===== config.mk =====
export PLATFORM = sky130hd
export DESIGN_NAME = sequence_range_error_filter
export DESIGN_NICKNAME = d
export VERILOG_FILES = /design/src/sref_pkg.sv /design/src/sref_datapath.sv /design/src/sref_ctrl.sv /design/src/sequence_range_error_filter.sv
export SDC_FILE = /design/constraint.sdc
export NUM_CORES = 1
export LEC_CHECK = 0
export ABC_AREA = 1
export ABC_CLOCK_PERIOD_IN_PS = 6400
export BUFFER_PORTS_ARGS = -buffer_cell sky130_fd_sc_hd__buf_4
export CORE_UTILIZATION = 35
export CTS_CLUSTER_SIZE = 14
export DETAILED_ROUTE_END_ITERATION = 6
export GPL_ROUTABILITY_DRIVEN = 1
export HOLD_SLACK_MARGIN = 0.15
export SKIP_CTS_REPAIR_TIMING = 1
export SYNTH_ARGS = -nofsm -noshare
export SYNTH_HDL_FRONTEND = slang
export SYNTH_HIERARCHICAL = 1
export SYNTH_SLANG_ARGS = --single-unit

===== constraint.sdc =====
create_clock -name clk -period 6.4 [get_ports clk]
set_input_delay 0.32 -clock clk [delete_from_list [all_inputs] [get_ports clk]]
set_output_delay 0.32 -clock clk [all_outputs]
set_load 0.005 [all_outputs]

===== src/sref_pkg.sv =====
// ----------------------------------------------------------------------------
// Sequence range error filter package
// Shared sizes, operation and status codes, and the control and status
// bundles passed between the controller and the datapath.
// ----------------------------------------------------------------------------
package sref_pkg;

  localparam int ENTRIES = 16;
  localparam int IDX_W   = (ENTRIES > 1) ? $clog2(ENTRIES) : 1;

  typedef enum logic [1:0] {
    FUNC_OPEN   = 2'd0,
    FUNC_CLOSE  = 2'd1,
    FUNC_RETIRE = 2'd2,
    FUNC_CHECK  = 2'd3
  } func_t;

  localparam logic [1:0] ST_OK      = 2'd0;
  localparam logic [1:0] ST_FULL    = 2'd1;
  localparam logic [1:0] ST_NO_OPEN = 2'd2;

  typedef struct packed {
    logic load_in;
    logic scan_en;
    logic load_out;
  } cmd_t;

  typedef struct packed {
    logic done;
  } sts_t;

endpackage


===== src/sref_datapath.sv =====
// ----------------------------------------------------------------------------
// Sequence range error filter datapath
// Holds the range table, the captured request and the result registers, and
// evaluates one table entry per scan cycle.
// ----------------------------------------------------------------------------
module sref_datapath (
  input  logic                     clk,
  input  logic                     rst_n,
  input  sref_pkg::cmd_t           cmd,
  output sref_pkg::sts_t           sts,
  input  logic [1:0]               in_func,
  input  logic [7:0]               in_error_code,
  input  logic [31:0]              in_first_sequence,
  input  logic [31:0]              in_sequence_req,
  output logic                     out_ignored,
  output logic [1:0]               out_status
);

  localparam logic [sref_pkg::IDX_W-1:0] LAST_IDX = sref_pkg::IDX_W'(sref_pkg::ENTRIES - 1);

  logic                        valid_r [sref_pkg::ENTRIES];
  logic [7:0]                  code_r  [sref_pkg::ENTRIES];
  logic [31:0]                 start_r [sref_pkg::ENTRIES];
  logic [31:0]                 end_r   [sref_pkg::ENTRIES];

  sref_pkg::func_t             func_r;
  logic [7:0]                  req_code_r;
  logic [31:0]                 req_first_r;
  logic [31:0]                 req_seq_r;
  logic [sref_pkg::IDX_W-1:0]  idx_r;
  logic                        res_ignored_r;
  logic [1:0]                  res_status_r;
  logic                        out_ignored_r;
  logic [1:0]                  out_status_r;

  logic                        ent_valid;
  logic [7:0]                  ent_code;
  logic [31:0]                 ent_start;
  logic [31:0]                 ent_end;
  logic                        code_eq;
  logic                        end_zero;
  logic                        open_hit;
  logic                        close_hit;
  logic                        retire_hit;
  logic                        check_hit;
  logic                        stop_hit;
  logic                        last;
  logic                        ignored_nxt;
  logic [1:0]                  status_nxt;

  always_comb begin
    ent_valid  = valid_r[idx_r];
    ent_code   = code_r[idx_r];
    ent_start  = start_r[idx_r];
    ent_end    = end_r[idx_r];
    code_eq    = (ent_code == req_code_r);
    end_zero   = (ent_end == 32'd0);
    open_hit   = !ent_valid;
    close_hit  = ent_valid && code_eq && (ent_start == req_first_r) && end_zero;
    retire_hit = ent_valid && !end_zero && (req_seq_r >= ent_end);
    check_hit  = ent_valid && code_eq && (req_seq_r > ent_start) &&
                 (end_zero || (req_seq_r < ent_end));
    last       = (idx_r == LAST_IDX);
    case (func_r)
      sref_pkg::FUNC_OPEN:   stop_hit = open_hit;
      sref_pkg::FUNC_CLOSE:  stop_hit = close_hit;
      sref_pkg::FUNC_CHECK:  stop_hit = check_hit;
      default:               stop_hit = 1'b0;
    endcase
    ignored_nxt = (func_r == sref_pkg::FUNC_CHECK) && check_hit;
    case (func_r)
      sref_pkg::FUNC_OPEN:   status_nxt = open_hit  ? sref_pkg::ST_OK : sref_pkg::ST_FULL;
      sref_pkg::FUNC_CLOSE:  status_nxt = close_hit ? sref_pkg::ST_OK : sref_pkg::ST_NO_OPEN;
      default:               status_nxt = sref_pkg::ST_OK;
    endcase
    sts.done = stop_hit || last;
  end

  always_ff @(posedge clk) begin
    if (!rst_n) begin
      for (int i = 0; i < sref_pkg::ENTRIES; i++) begin
        valid_r[i] <= 1'b0;
      end
    end else if (cmd.scan_en) begin
      if ((func_r == sref_pkg::FUNC_OPEN) && open_hit) begin
        valid_r[idx_r] <= 1'b1;
      end else if ((func_r == sref_pkg::FUNC_RETIRE) && retire_hit) begin
        valid_r[idx_r] <= 1'b0;
      end
    end
  end

  always_ff @(posedge clk) begin
    if (cmd.scan_en) begin
      if ((func_r == sref_pkg::FUNC_OPEN) && open_hit) begin
        code_r[idx_r]  <= req_code_r;
        start_r[idx_r] <= req_seq_r;
        end_r[idx_r]   <= 32'd0;
      end else if ((func_r == sref_pkg::FUNC_CLOSE) && close_hit) begin
        end_r[idx_r]   <= req_seq_r;
      end
    end
  end

  always_ff @(posedge clk) begin
    if (cmd.load_in) begin
      func_r      <= sref_pkg::func_t'(in_func);
      req_code_r  <= in_error_code;
      req_first_r <= in_first_sequence;
      req_seq_r   <= in_sequence_req;
      idx_r       <= '0;
    end else if (cmd.scan_en && !sts.done) begin
      idx_r       <= idx_r + sref_pkg::IDX_W'(1);
    end
    if (cmd.scan_en && sts.done) begin
      res_ignored_r <= ignored_nxt;
      res_status_r  <= status_nxt;
    end
    if (cmd.load_out) begin
      out_ignored_r <= res_ignored_r;
      out_status_r  <= res_status_r;
    end
  end

  assign out_ignored = out_ignored_r;
  assign out_status  = out_status_r;

endmodule


===== src/sref_ctrl.sv =====
// ----------------------------------------------------------------------------
// Sequence range error filter controller
// Sequences capture, table scan and result hand-off, and owns the output
// valid flag.
// ----------------------------------------------------------------------------
module sref_ctrl (
  input  logic            clk,
  input  logic            rst_n,
  input  logic            in_valid,
  output logic            in_ready,
  output logic            out_valid,
  input  logic            out_ready,
  output sref_pkg::cmd_t  cmd,
  input  sref_pkg::sts_t  sts
);

  typedef enum logic [1:0] {
    S_IDLE,
    S_SCAN,
    S_HOLD
  } state_t;

  state_t state_r;
  logic   out_valid_r;
  logic   slot_free;

  assign slot_free    = !out_valid_r || out_ready;
  assign in_ready     = (state_r == S_IDLE);
  assign out_valid    = out_valid_r;
  assign cmd.load_in  = in_valid && in_ready;
  assign cmd.scan_en  = (state_r == S_SCAN);
  assign cmd.load_out = (state_r == S_HOLD) && slot_free;

  always_ff @(posedge clk) begin
    if (!rst_n) begin
      state_r     <= S_IDLE;
      out_valid_r <= 1'b0;
    end else begin
      if (cmd.load_out) begin
        out_valid_r <= 1'b1;
      end else if (out_ready) begin
        out_valid_r <= 1'b0;
      end
      case (state_r)
        S_IDLE: begin
          if (cmd.load_in) begin
            state_r <= S_SCAN;
          end
        end
        S_SCAN: begin
          if (sts.done) begin
            state_r <= S_HOLD;
          end
        end
        S_HOLD: begin
          if (slot_free) begin
            state_r <= S_IDLE;
          end
        end
        default: begin
          state_r <= S_IDLE;
        end
      endcase
    end
  end

  a_accept_starts_scan: assert property (@(posedge clk) disable iff (!rst_n)
    (in_valid && in_ready) |=> (state_r == S_SCAN))
    else $error("accepted transfer did not start a scan");

  a_done_leaves_scan: assert property (@(posedge clk) disable iff (!rst_n)
    (cmd.scan_en && sts.done) |=> (state_r == S_HOLD))
    else $error("finished scan did not move to hold");

  a_load_sets_valid: assert property (@(posedge clk) disable iff (!rst_n)
    cmd.load_out |=> out_valid_r)
    else $error("result load did not raise output valid");

  a_no_load_while_busy: assert property (@(posedge clk) disable iff (!rst_n)
    cmd.load_out |-> !cmd.scan_en && !cmd.load_in)
    else $error("result loaded while a request is in progress");

endmodule


===== src/sequence_range_error_filter.sv =====
// A result passes from the scan to the result registers and then, once the output
// slot is free, to the output registers; a scan ends at a hit or at entry ENTRIES-1.
// A new request waits for idle; the scan covers one table entry per cycle.
// Retire always scans the whole table; open, close and check stop at the first hit.
// Reset clears every range valid flag and the output valid; the table needs no sweep.
// ----------------------------------------------------------------------------
// Sequence range error filter
// Keeps a table of suppression ranges and serves open, close, retire and
// check requests, returning one result per request.
// ----------------------------------------------------------------------------
module sequence_range_error_filter (
  input  logic        clk,
  input  logic        rst_n,
  input  logic        in_valid,
  output logic        in_ready,
  input  logic [1:0]  in_func,
  input  logic [7:0]  in_error_code,
  input  logic [31:0] in_first_sequence,
  input  logic [31:0] in_sequence_req,
  output logic        out_valid,
  input  logic        out_ready,
  output logic        out_ignored,
  output logic [1:0]  out_status
);

  sref_pkg::cmd_t cmd;
  sref_pkg::sts_t sts;

  sref_ctrl u_ctrl (
    .clk       (clk),
    .rst_n     (rst_n),
    .in_valid  (in_valid),
    .in_ready  (in_ready),
    .out_valid (out_valid),
    .out_ready (out_ready),
    .cmd       (cmd),
    .sts       (sts)
  );

  sref_datapath u_datapath (
    .clk               (clk),
    .rst_n             (rst_n),
    .cmd               (cmd),
    .sts               (sts),
    .in_func           (in_func),
    .in_error_code     (in_error_code),
    .in_first_sequence (in_first_sequence),
    .in_sequence_req   (in_sequence_req),
    .out_ignored       (out_ignored),
    .out_status        (out_status)
  );

endmodule


* Yosys cells after proc, flatten, opt, wreduce, memory -nomap -nowiden
Memories as Yosys holds them, arrays and structs flattened. A register that Yosys moved wholly into a read port is not among the register bits.
Index checks and enable logic that the tools add are counted.
** Storage, ports and cells
- Word-level logic and storage cells :: 98
- Register bits after elaboration :: 87
- ROM bits :: 0
- Output and inout bits :: 5
- Latch bits :: 0
- RAM bits :: 1168
- Memories kept :: 4
- Input port bits :: 78
** Operators by class
- Divide/modulo/power cells :: 0
- Shifts and indexed selects :: 0
- Multiply operators :: 0
- $add $sub $neg :: 1
- Equality and inequality tests :: 11
- Multiplexer cells :: 38
- Bitwise gates (word level) :: 2
- Order comparisons :: 3
- Reduce and logical (&&, ||, !) cells :: 28
** Memory list
- u_datapath.end_r :: depth 16, width 32, rd ports 1, clocked after Yosys merged registers in 1, wr ports 1, line sref_datapath.sv:24 : logic [31:0] end_r [sref_pkg::ENTRIES];
- u_datapath.start_r :: depth 16, width 32, rd ports 1, clocked after Yosys merged registers in 1, wr ports 1, line sref_datapath.sv:23 : logic [31:0] start_r [sref_pkg::ENTRIES];
- u_datapath.code_r :: depth 16, width 8, rd ports 1, clocked after Yosys merged registers in 1, wr ports 1, line sref_datapath.sv:22 : logic [7:0] code_r [sref_pkg::ENTRIES];
- u_datapath.valid_r :: depth 16, width 1, rd ports 1, clocked after Yosys merged registers in 1, wr ports 16, line sref_datapath.sv:21 : logic valid_r [sref_pkg::ENTRIES];
** Operator list (number)
- 4-bit two-way mux :: 9
- 32-bit == test :: 1
- 32-bit >= comparator :: 1
- 32-bit > comparator :: 1
- 32-bit logical NOT :: 1
- 32-bit < comparator :: 1
- 32-bit two-way mux :: 1
- 1-bit two-way mux :: 21
- 1-bit logical AND :: 15
- 8-bit == test :: 1
- 2-bit two-way mux :: 4
- 2-bit == test, second input constant :: 3
- 2-bit one-hot mux with 3 select lines :: 1
- 4-bit by 1-bit adder with 4-bit output, second input constant :: 1
- 2-bit by 1-bit == test with 1-bit output, second input constant :: 2
- 4-bit == test, second input constant :: 1
- 1-bit logical NOT :: 4
- 2-bit logical NOT :: 2
- 2-bit != test, second input constant :: 2
- 2-bit one-hot mux with 2 select lines :: 1
- 1-bit logical OR :: 3
- 1-bit one-hot mux with 3 select lines :: 1
- 3-bit AND reduction :: 1
- 2-bit by 1-bit != test with 1-bit output, second input constant :: 1
- 3 further kinds :: 4

* Depth between registers and ports, before layout
- Depth after elaboration :: 13
- Mapped depth :: 29
- Gate-level depth less buffers :: 25

* By module
The synthesis kept the hierarchy.
** By module, submodules not included
- sref_datapath :: seq. area each 37475.9 µm², area each 54058.1 µm², cells each 4950, times used 1
- sref_ctrl :: seq. area each 60.1 µm², area each 147.6 µm², cells each 22, times used 1

* Worst setup path after synthesis
No wires, ideal clock.
- Path kind :: flip-flop to flip-flop
- Start :: register (tool-made name)
- End :: memory u_datapath.code_r[10][0] (enable)
- Slack :: 2.348 ns
- Period minus slack after synthesis :: 4.052 ns
- Setup time :: 0.438 ns
- Data required time :: 5.962 ns
- Buffers on the path :: 5
- Arrival :: 3.614 ns
- Stages on the path, launching flop included :: 16
- Cells stage by stage :: dfxtp_1 buf_6 inv_2 buf_6 buf_8 buf_6 nor2_1 nor2_1 o21ai_1 nand3_1 nand3_1 nand2_2 nor3_1 nand2_1 clkbuf_1 nor2_1
** RTL lines (line)
- to (decl) :: sref_datapath.sv:22

==> flow_summary.toml <==
[outcome]
status = "finished, final reports clean"

[timing]
slew-limit-headroom_pct = 29.5
setup_slack_ns = 0.891
worst_pin_slew_ns = 1.06
setup_viol = 0
rsz0062_at_grt = "no"
timing.fmax_mhz = 182
hold_viol = 0
period_share_pct = 86.1
fin_skew_ns = 0.0327
finalMaxSlewViolations = 0
setup_tns_ns = 0
fin_crit_ns = 5.51
hold_slack_ns = 0.280

[critical_path]
required_ns = 7.09
critPathMostFrequentCell = "nand2_1"
critPathKind = "flip-flop to flip-flop"
crit_family = "simple AND/OR/NAND/NOR gates"
reg2reg_depth = 25
cp_num_cells = 25
cp-end-kind = "flip-flop"
ff2ff_setup_slack_ns = 0.89
cpPeakStageDelay_ns = 0.67
cp-start-kind = "flip-flop"
crit_path_max_fanout = 140
critical_path.slowest_cell = "inv_8"
path_buf_inv = 7
critPathArrivalTime_ns = 6.20

[die]
fp.coreArea_um2 = 154000
ios = 83
start_util_pct = 35.2
die-width_um = 396
rows = 144
dieArea_um2 = 156000
die_y_um = 396

[synthesis]
ys.flop_type = "edfxtp_1"
async_flop_share_pct = 0
synth_nets = 5118
yosys.area_share.simple_pct = 19.9
synth-warning-count = 6
synth-xor-area-share_pct = 0
synth_edf_count = 1232
synth_seq_cells = 1259
post_synth.cell_area_avg_um2 = 10.9
synth_area_um2 = 54200
synth_top_cell_by_area = "edfxtp_1"
synth_cell_type_count = 39
synth_fa_ha_area_share_pct = 1.57
synth.area.mux_share_pct = 0
synth-compound-area-share_pct = 3.44
yosysSeqAreaShare_pct = 69.2
syn_inst = 4972
synth_top_family_by_area = "simple AND/OR/NAND/NOR gates"
synthTopCellsByArea = "edfxtp_1 68%, nand2_1 10%, nand3_1 5.5%"
synth_top_area_share_pct = 68.3

[clock_tree]
clock_latency_ns = 0.75
cts_tree = "built"
cts_made_buffers = 137
cts-root-buf = "clkbuf_16"
numClockSinks = 1259
cts_max_level = 4
cts_buffer_depth = 3
path_clk_slew_ns = 0.06

[final_layout]
most-common-layout-cells = "1499 x nand2_1, 1232 x edfxtp_1, 601 x nand3_1"
post-route-util_pct = 40.3
multi_input_area_um2 = 13700
fill_cells = 14600
nNetsFinal = 5271
drive_gt1_share_pct = 8.04
ff_latch_area_um2 = 37600
area_growth_syn_to_layout_pct = 14.4
final_common_cell = "nand2_1"

[global_route]
grt_overflow = 0
first_global_vias = 34100
antenna_found_initial = 1
grt_use_total_pct = 18.5
grt_pass1_wl_mm = 218
grt_max_degree = 183

[detailed_routing]
drtIter0Drc = 3615
first_pass_iters = 6
ant_nets = 0
routed_via_density = 5.02
drc = 0
drt-total-wl_mm = 147
vias = 36500
wl_per_cell_um = 20.3

[flow_run]
cap_violations = 0

[worst_hold_path]
hold_path_depth = 2
hold_path_class = "input port to flip-flop"

[placement]
io_buffers = 82
hpwl_mm = 74.2
pre_cts_ws_ns = 1.32
gp_congestion = 0.800

[power_and_ir_drop]
p_per_area_nw_per_um2 = 322
leakage_nw = 23.9
ir_drop_uv = 212
## routing by layer
| layer | global-route usage [%] | vias to the layer above | wire [µm] |
|---|---|---|---|
| met5 | 0 | - | 0 |
| met4 | 4.80 | 0 | 2920 |
| met3 | 2.39 | 197 | 10000 |
| met2 | 30.2 | 1358 | 70100 |
| met1 | 25.8 | 17800 | 64100 |
| li1 | - | 17100 | - |
## worst reg2reg max path: stages, from the launching register on
cell	delay, ns
dfxtp_4	0.49
inv_8	0.69
buf_4	0.65
nand2_1	0.10
nand2_1	0.07
nand2_1	0.05
nand3_1	0.11
nand3_1	0.09
nand2_1	0.14
inv_1	0.06
ha_1	0.31
nand4_1	0.09
inv_1	0.08
nand2_1	0.06
nor3_1	0.44
a21oi_1	0.20
nor2_1	0.39
nor2_1	0.09
nor2_1	0.18
nand2_1	0.08
nor2_1	0.20
inv_1	0.11
inv_1	0.06
nand2_1	0.05
a21oi_1	0.14
dlygate4sd3_1	0.56
## stage by stage
| stage | power, mW | cell area [µm²] | cells |
|---|---|---|---|
| floorplan | 11.9 | 54200 | 4972 |
| global placement | 12.8 | 57200 | 6951 |
| detailed placement | 12.8 | 57200 | 6951 |
| CTS | 20.0 | 61200 | 7187 |
| global route | 20.8 | 62000 | 7267 |
| finish | 20.0 | 62000 | 7267 |
## report_power, final
group / switching (mW) / total, mW / internal (mW) / leakage [nW]
clock network: 3.17 / 7.26 / 4.08 / 1.97
logic: 2.42 / 3.50 / 1.08 / 10.5
registers: 0.112 / 9.21 / 9.10 / 11.4
## flip-flops by register name, indices dropped and copies added, names as in the netlist, 2 cells and up, named ones only
signal	count
u_datapath/idx_r	4
u_datapath/end_r	512
u_datapath/start_r	512
u_datapath/req_first_r	32
u_datapath/func_r	2
u_datapath/code_r	128
u_datapath/res_status_r	2
u_datapath/req_code_r	8
u_datapath/valid_r	16
u_ctrl/state_r	2
u_datapath/out_status	2
u_datapath/req_seq_r	32
## kinds of logic after synthesis
group / count (synthesis)
flip-flops: 1259
AO/OA/AOI/OAI: 328
buffers and inverters: 695
adder cells (fa/ha/maj): 68
AND/OR/NAND/NOR: 2622
## layout make-up
cell class / instances / area share (%)
sequential: 1259 / 60.5
multi-input combinational: 3018 / 22.0
inverter: 442 / 2.72
tap: 2044 / 4.12
clock buffer: 174 / 5.85
antenna: 1 / 0.00403
timing repair buffer: 267 / 4.08
clock inverter: 62 / 0.646
## cell usage after synthesis, drive strengths merged (2+ instances only)
cell type / number
or2: 6
ha: 68
o211ai: 81
nand3: 602
buf: 204
clkbuf: 49
o21ai: 192
inv: 442
a21o: 2
nand4: 11
nor3: 6
a31oi: 3
edfxtp: 1232
a21oi: 46
dfxtp: 27
nor2: 492
nor4: 2
nand2: 1500
## final timing paths
kind	startpoint	to
setup / recovery	flip-flop	u_ctrl/state_r[0]
hold / removal	in_first_sequence[26]	u_datapath/req_first_r[26]
setup reg to reg	flip-flop	u_ctrl/state_r[0]
hold reg to reg	u_datapath/res_status_r[1]	u_datapath/out_status[1]
Note: power is estimated with default switching activity, not from simulation.
